--- src/rtl/modbus_rtu_request_framer_macros.svh ---
// Assertion macros used by the request framer top level.
// No dependencies; taken in by `include where assertions are written.
`ifndef MODBUS_RTU_REQUEST_FRAMER_MACROS_SVH
`define MODBUS_RTU_REQUEST_FRAMER_MACROS_SVH

// Same-cycle implication, off while reset is asserted.
`define MBRF_ASSERT_NOW(label, clk, rst_n, ante, cons, msg) \
  label: assert property (@(posedge clk) disable iff (!rst_n) (ante) |-> (cons)) \
    else $error(msg);

// Next-cycle implication, off while reset is asserted.
`define MBRF_ASSERT_NEXT(label, clk, rst_n, ante, cons, msg) \
  label: assert property (@(posedge clk) disable iff (!rst_n) (ante) |=> (cons)) \
    else $error(msg);

`endif

--- src/rtl/mbrf_pkg.sv ---
// Types and constants of the Modbus RTU request framer.
// No dependencies; used by every module of the block by scoped names.
package mbrf_pkg;

  localparam int MAX_FRAME_BYTES = 256;
  localparam int FRAME_OVERHEAD  = 9;

  localparam int COIL_QTY_LIMIT = (8 * (MAX_FRAME_BYTES - FRAME_OVERHEAD) < 1968) ?
                                  8 * (MAX_FRAME_BYTES - FRAME_OVERHEAD) : 1968;
  localparam int REG_QTY_LIMIT  = ((MAX_FRAME_BYTES - FRAME_OVERHEAD) / 2 < 123) ?
                                  (MAX_FRAME_BYTES - FRAME_OVERHEAD) / 2 : 123;

  localparam logic [10:0] READ_BITS_QTY_MAX   = 11'd2000;
  localparam logic [10:0] READ_REGS_QTY_MAX   = 11'd125;
  localparam logic [10:0] WRITE_COILS_QTY_MAX = 11'(COIL_QTY_LIMIT);
  localparam logic [10:0] WRITE_REGS_QTY_MAX  = 11'(REG_QTY_LIMIT);

  localparam logic [7:0] SLAVE_ADDRESS_RESET = 8'h36;

  localparam logic [7:0] FN_CODE_READ_BITS   = 8'h02;
  localparam logic [7:0] FN_CODE_WRITE_COILS = 8'h0F;
  localparam logic [7:0] FN_CODE_WRITE_REGS  = 8'h10;
  localparam logic [7:0] FN_CODE_READ_REGS   = 8'h04;

  localparam logic [15:0] CRC_INIT = 16'hFFFF;
  localparam logic [15:0] CRC_POLY = 16'hA001;

  localparam logic OP_HEADER = 1'b0;
  localparam logic OP_DATA   = 1'b1;

  localparam int CMDQ_DEPTH = 4;

  typedef enum logic [1:0] {
    FN_READ_BITS   = 2'd0,
    FN_WRITE_COILS = 2'd1,
    FN_WRITE_REGS  = 2'd2,
    FN_READ_REGS   = 2'd3
  } fn_sel_t;

  typedef enum logic [1:0] {
    CMD_ERROR  = 2'd0,
    CMD_HEADER = 2'd1,
    CMD_DATA   = 2'd2
  } cmd_kind_t;

  // One unit of work for the byte serialiser. ndata counts the header or data
  // bytes; close appends the two CRC bytes.
  typedef struct packed {
    cmd_kind_t   kind;
    fn_sel_t     fsel;
    logic [15:0] addr;
    logic [10:0] qty;
    logic [15:0] data;
    logic [2:0]  ndata;
    logic        close;
  } cmd_t;

  typedef struct packed {
    logic vld;
    logic full;
  } cmdq_stat_t;

endpackage

--- src/rtl/mbrf_front.sv ---
// Front end of the request framer: accepts requests, checks them and
// tracks the open write frame. Depends on mbrf_pkg.
module mbrf_front (
  input  logic                clk,
  input  logic                rst_n,
  input  logic                in_push,
  output logic                in_full,
  input  logic                in_opcode,
  input  logic [1:0]          in_function_sel,
  input  logic [15:0]         in_start_address,
  input  logic [10:0]         in_quantity,
  input  logic [15:0]         in_data_value,
  input  mbrf_pkg::cmdq_stat_t q_stat,
  output logic                cmd_push,
  output mbrf_pkg::cmd_t      cmd
);

  logic                frame_open_r, frame_open_nxt;
  mbrf_pkg::fn_sel_t   fn_r, fn_nxt;
  logic [10:0]         remain_r, remain_nxt;
  logic [7:0]          acc_r, acc_nxt;
  logic [2:0]          pos_r, pos_nxt;

  logic                accept;
  mbrf_pkg::fn_sel_t   fsel;
  logic                qty_ok;
  logic [10:0]         remain_dec;
  logic [7:0]          acc_or;

  assign in_full = q_stat.full;
  assign accept  = in_push && !q_stat.full;
  assign fsel    = mbrf_pkg::fn_sel_t'(in_function_sel);

  always_comb begin
    unique case (fsel)
      mbrf_pkg::FN_READ_BITS:   qty_ok = in_quantity <= mbrf_pkg::READ_BITS_QTY_MAX;
      mbrf_pkg::FN_WRITE_COILS: qty_ok = in_quantity <= mbrf_pkg::WRITE_COILS_QTY_MAX;
      mbrf_pkg::FN_WRITE_REGS:  qty_ok = in_quantity <= mbrf_pkg::WRITE_REGS_QTY_MAX;
      default:                  qty_ok = in_quantity <= mbrf_pkg::READ_REGS_QTY_MAX;
    endcase
    if (in_quantity == 11'd0) begin
      qty_ok = 1'b0;
    end
  end

  assign remain_dec = remain_r - 11'd1;
  assign acc_or     = acc_r | (8'(in_data_value[0]) << pos_r);

  always_comb begin
    frame_open_nxt = frame_open_r;
    fn_nxt         = fn_r;
    remain_nxt     = remain_r;
    acc_nxt        = acc_r;
    pos_nxt        = pos_r;
    cmd_push       = 1'b0;
    cmd            = '0;
    cmd.kind       = mbrf_pkg::CMD_ERROR;
    cmd.fsel       = fsel;
    cmd.addr       = in_start_address;
    cmd.qty        = in_quantity;
    cmd.data       = in_data_value;

    if (accept) begin
      if (in_opcode == mbrf_pkg::OP_HEADER) begin
        cmd_push = 1'b1;
        if (!frame_open_r && qty_ok) begin
          cmd.kind = mbrf_pkg::CMD_HEADER;
          if (fsel == mbrf_pkg::FN_READ_BITS || fsel == mbrf_pkg::FN_READ_REGS) begin
            cmd.ndata = 3'd6;
            cmd.close = 1'b1;
          end else begin
            cmd.ndata      = 3'd7;
            frame_open_nxt = 1'b1;
            fn_nxt         = fsel;
            remain_nxt     = in_quantity;
            acc_nxt        = 8'd0;
            pos_nxt        = 3'd0;
          end
        end
      end else if (!frame_open_r || remain_r == 11'd0 ||
                   (fn_r != mbrf_pkg::FN_WRITE_COILS && fn_r != mbrf_pkg::FN_WRITE_REGS)) begin
        cmd_push = 1'b1;
      end else begin
        remain_nxt = remain_dec;
        cmd.kind   = mbrf_pkg::CMD_DATA;
        cmd.close  = (remain_dec == 11'd0);
        if (remain_dec == 11'd0) begin
          frame_open_nxt = 1'b0;
        end
        if (fn_r == mbrf_pkg::FN_WRITE_COILS) begin
          // Flush the packed byte once eight coils are in or the frame ends.
          if (pos_r == 3'd7 || remain_dec == 11'd0) begin
            cmd_push  = 1'b1;
            cmd.ndata = 3'd1;
            cmd.data  = {8'd0, acc_or};
            acc_nxt   = 8'd0;
            pos_nxt   = 3'd0;
          end else begin
            acc_nxt = acc_or;
            pos_nxt = pos_r + 3'd1;
          end
        end else begin
          cmd_push  = 1'b1;
          cmd.ndata = 3'd2;
        end
      end
    end
  end

  always_ff @(posedge clk) begin
    if (!rst_n) begin
      frame_open_r <= 1'b0;
      fn_r         <= mbrf_pkg::FN_READ_BITS;
      remain_r     <= 11'd0;
      acc_r        <= 8'd0;
      pos_r        <= 3'd0;
    end else begin
      frame_open_r <= frame_open_nxt;
      fn_r         <= fn_nxt;
      remain_r     <= remain_nxt;
      acc_r        <= acc_nxt;
      pos_r        <= pos_nxt;
    end
  end

endmodule

--- src/rtl/mbrf_queue.sv ---
// Short command queue between front end and serialiser.
// Depends on mbrf_pkg for the command type and depth.
module mbrf_queue (
  input  logic                 clk,
  input  logic                 rst_n,
  input  logic                 push,
  input  mbrf_pkg::cmd_t       push_cmd,
  input  logic                 pop,
  output mbrf_pkg::cmd_t       head_cmd,
  output mbrf_pkg::cmdq_stat_t stat
);

  localparam int PtrW = $clog2(mbrf_pkg::CMDQ_DEPTH);
  localparam int CntW = $clog2(mbrf_pkg::CMDQ_DEPTH + 1);

  mbrf_pkg::cmd_t  mem_r [mbrf_pkg::CMDQ_DEPTH];
  logic [PtrW-1:0] wr_ptr_r, rd_ptr_r;
  logic [CntW-1:0] cnt_r;
  logic            do_push, do_pop;

  assign stat.vld  = (cnt_r != '0);
  assign stat.full = (cnt_r == CntW'(mbrf_pkg::CMDQ_DEPTH));
  assign do_push   = push && !stat.full;
  assign do_pop    = pop && stat.vld;
  assign head_cmd  = mem_r[rd_ptr_r];

  always_ff @(posedge clk) begin
    if (do_push) begin
      mem_r[wr_ptr_r] <= push_cmd;
    end
  end

  always_ff @(posedge clk) begin
    if (!rst_n) begin
      wr_ptr_r <= '0;
      rd_ptr_r <= '0;
      cnt_r    <= '0;
    end else begin
      if (do_push) begin
        wr_ptr_r <= (wr_ptr_r == PtrW'(mbrf_pkg::CMDQ_DEPTH - 1)) ? '0 : wr_ptr_r + 1'b1;
      end
      if (do_pop) begin
        rd_ptr_r <= (rd_ptr_r == PtrW'(mbrf_pkg::CMDQ_DEPTH - 1)) ? '0 : rd_ptr_r + 1'b1;
      end
      cnt_r <= cnt_r + CntW'(do_push) - CntW'(do_pop);
    end
  end

endmodule

--- src/rtl/mbrf_back.sv ---
// Back end of the request framer: expands commands into frame bytes,
// runs the CRC and holds the result register. Depends on mbrf_pkg.
module mbrf_back (
  input  logic                 clk,
  input  logic                 rst_n,
  input  logic [7:0]           slave_address,
  input  mbrf_pkg::cmd_t       cmd,
  input  mbrf_pkg::cmdq_stat_t q_stat,
  output logic                 q_pop,
  output logic                 out_empty,
  input  logic                 out_pop,
  output logic [7:0]           out_frame_byte,
  output logic                 out_last,
  output logic                 out_error
);

  function automatic logic [15:0] crc_feed(input logic [15:0] crc, input logic [7:0] b);
    logic [15:0] c;
    c = crc ^ {8'd0, b};
    for (int k = 0; k < 8; k++) begin
      c = c[0] ? ((c >> 1) ^ mbrf_pkg::CRC_POLY) : (c >> 1);
    end
    return c;
  endfunction

  logic [2:0]  step_r;
  logic [15:0] crc_r;
  logic        out_vld_r;
  logic [7:0]  byte_r;
  logic        last_r, error_r;

  logic        advance, last_step, is_data, is_crc_hi;
  logic [3:0]  total;
  logic [7:0]  fn_code, byte_cnt, hdr_byte, data_byte, emit_byte;
  logic [11:0] coil_round;
  logic [15:0] crc_base;

  assign out_empty      = !out_vld_r;
  assign out_frame_byte = byte_r;
  assign out_last       = last_r;
  assign out_error      = error_r;

  assign advance = q_stat.vld && (!out_vld_r || (out_pop && out_vld_r));

  always_comb begin
    if (cmd.kind == mbrf_pkg::CMD_ERROR) begin
      total = 4'd1;
    end else begin
      total = {1'b0, cmd.ndata} + (cmd.close ? 4'd2 : 4'd0);
    end
  end

  assign last_step = ({1'b0, step_r} == total - 4'd1);
  assign q_pop     = advance && last_step;
  assign is_data   = step_r < cmd.ndata;
  assign is_crc_hi = ({1'b0, step_r} == {1'b0, cmd.ndata} + 4'd1);

  always_comb begin
    unique case (cmd.fsel)
      mbrf_pkg::FN_READ_BITS:   fn_code = mbrf_pkg::FN_CODE_READ_BITS;
      mbrf_pkg::FN_WRITE_COILS: fn_code = mbrf_pkg::FN_CODE_WRITE_COILS;
      mbrf_pkg::FN_WRITE_REGS:  fn_code = mbrf_pkg::FN_CODE_WRITE_REGS;
      default:                  fn_code = mbrf_pkg::FN_CODE_READ_REGS;
    endcase
  end

  assign coil_round = {1'b0, cmd.qty} + 12'd7;
  assign byte_cnt   = (cmd.fsel == mbrf_pkg::FN_WRITE_COILS) ? coil_round[10:3]
                                                             : {cmd.qty[6:0], 1'b0};

  always_comb begin
    unique case (step_r)
      3'd0:    hdr_byte = slave_address;
      3'd1:    hdr_byte = fn_code;
      3'd2:    hdr_byte = cmd.addr[15:8];
      3'd3:    hdr_byte = cmd.addr[7:0];
      3'd4:    hdr_byte = {5'd0, cmd.qty[10:8]};
      3'd5:    hdr_byte = cmd.qty[7:0];
      default: hdr_byte = byte_cnt;
    endcase
  end

  // Registers go high byte first; a packed coil byte sits in the low half.
  assign data_byte = (step_r == 3'd0 && cmd.ndata == 3'd2) ? cmd.data[15:8] : cmd.data[7:0];

  assign crc_base = (cmd.kind == mbrf_pkg::CMD_HEADER && step_r == 3'd0) ?
                    mbrf_pkg::CRC_INIT : crc_r;

  always_comb begin
    if (cmd.kind == mbrf_pkg::CMD_ERROR) begin
      emit_byte = 8'd0;
    end else if (is_data) begin
      emit_byte = (cmd.kind == mbrf_pkg::CMD_HEADER) ? hdr_byte : data_byte;
    end else if (is_crc_hi) begin
      emit_byte = crc_r[15:8];
    end else begin
      emit_byte = crc_r[7:0];
    end
  end

  always_ff @(posedge clk) begin
    if (!rst_n) begin
      step_r    <= 3'd0;
      crc_r     <= mbrf_pkg::CRC_INIT;
      out_vld_r <= 1'b0;
    end else begin
      if (advance) begin
        out_vld_r <= 1'b1;
        step_r    <= last_step ? 3'd0 : step_r + 3'd1;
        if (cmd.kind != mbrf_pkg::CMD_ERROR) begin
          if (is_data) begin
            crc_r <= crc_feed(crc_base, emit_byte);
          end else if (is_crc_hi) begin
            crc_r <= mbrf_pkg::CRC_INIT;
          end
        end
      end else if (out_pop) begin
        out_vld_r <= 1'b0;
      end
    end
  end

  always_ff @(posedge clk) begin
    if (advance) begin
      byte_r  <= emit_byte;
      error_r <= (cmd.kind == mbrf_pkg::CMD_ERROR);
      last_r  <= (cmd.kind != mbrf_pkg::CMD_ERROR) && !is_data && is_crc_hi;
    end
  end

endmodule

--- src/rtl/modbus_rtu_request_framer.sv ---
// Modbus RTU request framer, top level. The first byte of a request passes
// through the command queue and then the result register. The serialiser gives one
// frame byte per cycle while the result register is popped; a register data request
// gives two bytes, a coil request one or none, a header six or seven, closing two more.
// Reset (synchronous, active low) closes any open frame, empties the queue
// and the result register, and sets the slave address to 0x36.
`include "modbus_rtu_request_framer_macros.svh"

module modbus_rtu_request_framer (
  input  logic        clk,
  input  logic        rst_n,
  // request side
  input  logic        push,
  output logic        full,
  input  logic        in_opcode,
  input  logic [1:0]  in_function_sel,
  input  logic [15:0] in_start_address,
  input  logic [10:0] in_quantity,
  input  logic [15:0] in_data_value,
  // result side
  output logic        empty,
  input  logic        pop,
  output logic [7:0]  out_frame_byte,
  output logic        out_last,
  output logic        out_error,
  // slave address register
  input  logic        cfg_valid,
  output logic        cfg_ready,
  input  logic [7:0]  cfg_slave_address
);

  logic [7:0]           slave_address_r;
  logic                 cmd_push, q_pop;
  mbrf_pkg::cmd_t       cmd_in, cmd_head;
  mbrf_pkg::cmdq_stat_t q_stat;
  logic                 out_pop;

  // The register is always writable; the user writes it only while idle.
  assign cfg_ready = 1'b1;

  always_ff @(posedge clk) begin
    if (!rst_n) begin
      slave_address_r <= mbrf_pkg::SLAVE_ADDRESS_RESET;
    end else if (cfg_valid) begin
      slave_address_r <= cfg_slave_address;
    end
  end

  // Front end: check each request and hand one command at most to the queue.
  mbrf_front u_front (
    .clk              (clk),
    .rst_n            (rst_n),
    .in_push          (push),
    .in_full          (full),
    .in_opcode        (in_opcode),
    .in_function_sel  (in_function_sel),
    .in_start_address (in_start_address),
    .in_quantity      (in_quantity),
    .in_data_value    (in_data_value),
    .q_stat           (q_stat),
    .cmd_push         (cmd_push),
    .cmd              (cmd_in)
  );

  // Decouple checking from serialising; the front end stalls only while the queue is full.
  mbrf_queue u_queue (
    .clk      (clk),
    .rst_n    (rst_n),
    .push     (cmd_push),
    .push_cmd (cmd_in),
    .pop      (q_pop),
    .head_cmd (cmd_head),
    .stat     (q_stat)
  );

  assign out_pop = pop && !empty;

  // Back end: one frame byte per cycle into the result register while it is free or popped.
  mbrf_back u_back (
    .clk            (clk),
    .rst_n          (rst_n),
    .slave_address  (slave_address_r),
    .cmd            (cmd_head),
    .q_stat         (q_stat),
    .q_pop          (q_pop),
    .out_empty      (empty),
    .out_pop        (out_pop),
    .out_frame_byte (out_frame_byte),
    .out_last       (out_last),
    .out_error      (out_error)
  );

  // An error result is a lone zero byte and never closes a frame.
  `MBRF_ASSERT_NOW(a_err_result, clk, rst_n, !empty && out_error, !out_last && out_frame_byte == 8'd0, "error result carries frame data")
  // A waiting command fills an empty result register at the next edge.
  `MBRF_ASSERT_NEXT(a_back_fills, clk, rst_n, q_stat.vld && empty, !empty, "serialiser stalled with free result register")
  // Requests are held back only by a queue that holds commands.
  `MBRF_ASSERT_NOW(a_full_has_cmds, clk, rst_n, full, q_stat.vld, "input stalled with empty queue")

endmodule
--- config.mk ---
export PLATFORM = sky130hd
export DESIGN_NAME = modbus_rtu_request_framer
export DESIGN_NICKNAME = d
export VERILOG_FILES = /design/src/rtl/mbrf_pkg.sv /design/src/rtl/mbrf_front.sv /design/src/rtl/mbrf_queue.sv /design/src/rtl/mbrf_back.sv /design/src/rtl/modbus_rtu_request_framer.sv
export VERILOG_INCLUDE_DIRS = /design/src /design/src/rtl
export SDC_FILE = /design/constraint.sdc
export NUM_CORES = 1
export LEC_CHECK = 0
export BUFFER_PORTS_ARGS = -buffer_cell sky130_fd_sc_hd__buf_2
export CORE_UTILIZATION = 55
export CTS_CLUSTER_SIZE = 24
export DETAILED_ROUTE_END_ITERATION = 10
export PLACE_DENSITY = 0.73
export RECOVER_POWER = 50
export SYNTH_ARGS = -nofsm -noshare
export SYNTH_HDL_FRONTEND = slang
export SYNTH_SLANG_ARGS = --single-unit
--- constraint.sdc ---
create_clock -name clk -period 5.3 [get_ports clk]
set_input_delay 0.53 -clock clk [delete_from_list [all_inputs] [get_ports clk]]
set_output_delay 0.53 -clock clk [all_outputs]
set_load 0.1 [all_outputs]
# == Word level (Yosys, flattened, before mapping) ==
# Memories as Yosys holds them, arrays and structs flattened. A register that Yosys moved wholly into a read port is not among the register bits.
# Cells that the tools add are included.
# op_classes
addsub,11
mul,0
div_mod_pow,0
order_cmp,5
eq_ne,25
n_shift,1
n_mux,72
n_bitwise,12
n_reduce_logical,39
# op_table
cell,count
2-to-1 mux 16 bit,13
2-to-1 mux 8 bit,12
case mux 8 bit (6 select lines),1
2-to-1 mux 11 bit,4
2-to-1 mux 20 bit,2
zero test 11 bit,3
2-to-1 mux 3 bit,8
inverter 2 -> 3 bit,8
"less-or-equal comparator 11 bit, second input constant",2
"less-or-equal comparator 11 x 7 -> 1 bit, second input constant",2
2-to-1 mux 19 bit,1
2-to-1 mux 1 bit,18
2-to-1 mux 2 bit,8
XOR 16 x 8 -> 16 bit,1
case mux 5 bit (3 select lines),1
logical AND 1 bit,13
"== test 3 bit, second input constant",4
2-to-1 mux 4 bit,3
"adder 11 x 3 -> 11 bit, second input constant",1
"subtractor 11 x 1 -> 11 bit, second input constant",1
"== test 2 bit, second input constant",5
AND reduction 5 bit,2
"== test 3 x 2 -> 1 bit, second input constant",3
"== test 2 x 1 -> 1 bit, second input constant",4
24 further kinds,45
# totals
regBits,70
latchBits,0
ramBits,204
rom_bits,0
inputBits,59
out_inout_bits,13
wordCells,181
mem_count,1
# mem_list
memory,depth,word_bits,read_ports,rd_ports_with_merged_regs,write_ports,line_no,rtl
u_queue.mem_r,4,51,1,1,1,mbrf_queue.sv:16,mbrf_pkg::cmd_t mem_r [mbrf_pkg::CMDQ_DEPTH];

# == Logic depth before layout (Yosys ltp) ==
# depth
word_depth,24
ltp_mapped,23
mapped_depth_nobuf,20

# == Hierarchy ==
# Synthesis repeated with hierarchy kept, for this count alone.
# hier_totals
hier_cells,953
area_unflattened_um2,13225.2
# modules_own_cells
module,instances,cells_per_inst,area_each_um2,seq_area_each_um2
mbrf_queue,1,319,7901.3,6306.0
mbrf_back,1,314,2655.0,700.7
mbrf_front,1,292,2359.8,500.5
modbus_rtu_request_framer,1,28,309.0,160.2

# == Worst setup path before layout ==
# Ideal clock, no wire load.
# synth_path
path_type,reg-to-reg
start,reg with a tool-made name
end,reg u_queue.cnt_r[2]
setup_ns,0.115
arrival_ns,4.514
required_time_ns,5.185
setup_slack_ns,0.671
path_stages_with_launch,23
n_path_buf,5
period_less_slack_ns,4.629
cell_sequence,dfxtp_1 -> buf_6 -> buf_6 -> buf_2 -> buf_2 -> buf_2 -> mux4_2 -> ha_1 -> ha_1 -> nor2_1 -> xnor2_1 -> nand3_1 -> a211oi_1 -> nand2_1 -> inv_1 -> ha_1 -> inv_1 -> ha_1 -> inv_1 -> fa_1 -> xnor2_1 -> xnor2_1 -> and2_1
# synth_lines
item,line_no,rtl
to (signal assigned),mbrf_queue.sv:45,cnt_r <= cnt_r + CntW'(do_push) - CntW'(do_pop);
to (decl),mbrf_queue.sv:18,logic [CntW-1:0] cnt_r;

==> results.toml <==
[status]
status = "finished clean"

[power]
combinationalPowerShare_pct = 41.3
fin_total_pwr_mw = 7.90
power.internal_mw = 5.04
leakage_nw = 4.96
power.share.sequential_pct = 33.9
peak_supply_drop_mv = 0.465
power_switching_share_pct = 36.2
clock_power_share_pct = 24.8
power_density_mw_per_mm2 = 552
switchingPower_mw = 2.86

[setup_path]
timing.critical_path.fanout_max = 33
cp_slowest_stage_delay_ns = 0.82
worst-endpoint-required_ns = 5.68
critical-path-slowest-cell = "sky130_fd_sc_hd__a2111oi_0"
path_delay_family = "compound AO/OA/AOI/OAI gates"
worst-path-buf-inv = 2
critPathKind = "reg2reg"
critical_path_arrival_ns = 5.23
setup.worst_path.start_class = "flop"
path_cells = "buf_4, inv_2, mux2i_1, ha_1, a21oi_1, nand2_1, a2111oi_0, a21oi_1, xor2_1, xnor3_1, xnor3_1, xnor2_1, a41oi_1"
worstSetupEndpointType = "flop"

[placed_design]
portBuffers = 70
dpl_worst_slack_ns = 0.555
place_congestion = 0.932
detailed_place_hpwl_mm = 19.7

[grt]
antenna_found_initial = 0
gr-usage-all-layers_pct = 24.5
grt_max_degree = 53
globalRoute.totalOverflow = 0
vias_in_the_first_global_route = 7976
first_pass_grt_wire_length_mm = 44.8

[finish]
nNetsFinal = 1145
antennaDiodeCount = 0
layout-drive-gt1-share_pct = 15.2
final_cell_mix = "sky130_fd_sc_hd__edfxtp_1 (210), sky130_fd_sc_hd__nand2_1 (66), sky130_fd_sc_hd__nor2_1 (64)"
filler_cell_count = 1728
area_growth_syn_to_layout_pct = 12.4
layout_commonest_cell = "sky130_fd_sc_hd__edfxtp_1"

[timing]
pin_slew_with_the_least_headroom_to_its_limit_ns = 1.17
timing.slew.headroom_pct = 22.1
highest_clock_rate_mhz = 206
setup_slack_ns = 0.454
holdWs_ns = 0.206
fin_tns_setup_ns = 0
drv_slew = 0
finClkSkew_ns = 0.0208
finalHoldViolCount = 0
finalSetupViolations = 0
finalCriticalPeriod_ns = 4.85
fin_crit_sh_pct = 91.4
setup_repair_after_global_routing_missed_its_margin = "false"

[floorplan]
fp.coreArea_mm2 = 0.0227
floorplan.die_area_mm2 = 0.0238
rows = 55
initial_core_util_pct = 56.1
ios = 72
chipHeight_um = 154
die_width_um = 154

[yosys]
synth_seq_cells = 272
synthesis.area_mm2 = 0.0127
synthArstFlopShare_pct = 0
yosys-top-cells-area = "sky130_fd_sc_hd__edfxtp_1 (49%), sky130_fd_sc_hd__dfxtp_1 (9.7%), sky130_fd_sc_hd__mux4_2 (5.3%)"
synth-edff-count = 210
synthFlopType = "sky130_fd_sc_hd__edfxtp_1"
netlist_instances = 981
synth.lib_cells_used.distinct = 85
synthesis.yosys.warnings = 0
synthesis.area_per_instance_um2 = 13.0
portion_of_the_post_synthesis_area_used_by_sequential_elements_pct = 59.2
post-synth-top-area-fraction_pct = 49.5
synth_area_leader_cell = "sky130_fd_sc_hd__edfxtp_1"
syn-num-nets = 1070

[cts]
clk_pin_slew_worst_paths_ns = 0.06
numCtsBuffers = 28
clock_latency_ns = 0.55
holdBufCountCts = 0
cts.path.max_buffers = 3
setup_fix_bufs_post_cts = 0
cts_num_sinks = 272
cts_tree = "yes"
clockRootBuffer = "sky130_fd_sc_hd__clkbuf_16"
h-tree-depth = 1
postcts_resize_cnt = 0

[job]
cap_violations = 0

[drt]
via_count = 8373
drt_pass1_iterations = 5
post_drt_via_cell_ratio = 6.14
wire_per_inst_um = 21.1
drt_drc_violations_left = 0
finalWirelength_mm = 28.8
detail_route.iter0.violations = 695
antenna_left = 0

[min_path]
path_type_of_the_worst_min_delay_path = "in2reg"
==> kinds of logic (layout without fill, tap and decap cells) <==
family                     after synthesis  in the layout  share of synthesized area, %
buffers and inverters                   80            177                          2.69
other                                    1              1                        0.0294
xor gates and xnor gates                42             42                          3.33
AOI/OAI and AO/OA                      207            207                          11.4
muxes                                   72             72                          9.25
DFF                                    272            272                          59.2
adders and majority gates               30             30                          3.00
and+or+nand+nor                        277            277                          11.1
==> metrics by stage <==
step / utilization (%) / instance area, um2 / instances
floorplan: - / 12700 / 981
global route: 63.1 / 14300 / 1363
global placement: 59.2 / 13400 / 1311
finish: 63.1 / 14300 / 1363
CTS: 63.3 / 14400 / 1363
detailed placement: 59.2 / 13400 / 1311
==> layout make-up <==
type	count	area, um2	share of cell area [%]
clock buffer	36	761	5.31
tap	285	357	2.49
sequential	272	7550	52.7
timing repair buffer	92	497	3.47
clock inverter	16	173	1.21
inverter	33	124	0.865
multi-input combinational	629	4860	33.9
==> synth_stat cells (5+ instances only) <==
cell type	count
sky130_fd_sc_hd__a211oi_1	8
sky130_fd_sc_hd__a21boi_0	9
sky130_fd_sc_hd__a21oi_1	42
sky130_fd_sc_hd__a311oi_1	5
sky130_fd_sc_hd__a31oi_1	22
sky130_fd_sc_hd__a41oi_1	8
sky130_fd_sc_hd__and2_1	29
sky130_fd_sc_hd__buf_2	13
sky130_fd_sc_hd__clkbuf_1	27
sky130_fd_sc_hd__dfxtp_1	62
sky130_fd_sc_hd__edfxtp_1	210
sky130_fd_sc_hd__ha_1	29
sky130_fd_sc_hd__inv_1	29
sky130_fd_sc_hd__mux2_2	11
sky130_fd_sc_hd__mux2i_1	26
sky130_fd_sc_hd__mux4_2	30
sky130_fd_sc_hd__nand2_1	66
sky130_fd_sc_hd__nand2b_1	10
sky130_fd_sc_hd__nand3_1	20
sky130_fd_sc_hd__nand3b_1	5
sky130_fd_sc_hd__nand4_1	5
sky130_fd_sc_hd__nor2_1	64
sky130_fd_sc_hd__nor2b_1	24
sky130_fd_sc_hd__nor3_1	20
sky130_fd_sc_hd__o21ai_0	44
sky130_fd_sc_hd__o221a_2	6
sky130_fd_sc_hd__o22ai_1	9
sky130_fd_sc_hd__or3_1	5
sky130_fd_sc_hd__xnor2_1	26
sky130_fd_sc_hd__xor2_1	11
==> sequential cells by signal (all words and copies together) (netlist names), named ones only <==
register               count
slave_address_r            8
u_back.crc_r              16
u_back.out_error           1
u_back.out_frame_byte      8
u_back.out_last            1
u_back.out_vld_r           1
u_back.step_r              3
u_front.acc_r              8
u_front.fn_r               2
u_front.frame_open_r       1
u_front.pos_r              3
u_front.remain_r          11
u_queue.cnt_r              3
u_queue.mem_r            200
u_queue.rd_ptr_r           2
u_queue.wr_ptr_r           2
==> worst paths after layout <==
check / from / to / depth (start not counted) / slack, ns
min reg2reg: u_front.acc_r[4] / u_front.acc_r[4] / 2 / 0.47
max: flop / u_back.crc_r[0] / 13 / 0.45
max reg2reg: flop / u_back.crc_r[0] / 13 / 0.45
min: cfg_slave_address[4] / slave_address_r[4] / 3 / 0.21
==> worst reg2reg max path: stages, from the launching register on <==
cell and delay [ns]:
sky130_fd_sc_hd__dfxtp_2 0.36, sky130_fd_sc_hd__buf_4 0.43, sky130_fd_sc_hd__inv_2 0.24, sky130_fd_sc_hd__mux2i_1 0.44
sky130_fd_sc_hd__ha_1 0.33, sky130_fd_sc_hd__a21oi_1 0.22, sky130_fd_sc_hd__nand2_1 0.31, sky130_fd_sc_hd__a2111oi_0 0.83
sky130_fd_sc_hd__a21oi_1 0.24, sky130_fd_sc_hd__xor2_1 0.37, sky130_fd_sc_hd__xnor3_1 0.42, sky130_fd_sc_hd__xnor3_1 0.22
sky130_fd_sc_hd__xnor2_1 0.17, sky130_fd_sc_hd__a41oi_1 0.13
==> routing by layer <==
metal | GRT usage [%] | share of wire, %
met5 | 0 | 0
met1 | 35.0 | 44
met3 | 2.94 | 6.0
met4 | 6.81 | 2.0
met2 | 39.8 | 48
==> power groups by stage <==
| stage | sequential (mW) | clock [mW] | combinational, mW |
|---|---|---|---|
| after floorplan | 2.98 | 0 | 2.26 |
| after global placement | 2.71 | 0 | 3.25 |
| after detailed placement | 2.72 | 0 | 3.26 |
| after CTS | 2.68 | 1.99 | 3.27 |
| after global routing | 2.70 | 2.07 | 3.52 |
| final | 2.68 | 1.96 | 3.26 |
Power figures use the tool's default switching activity.
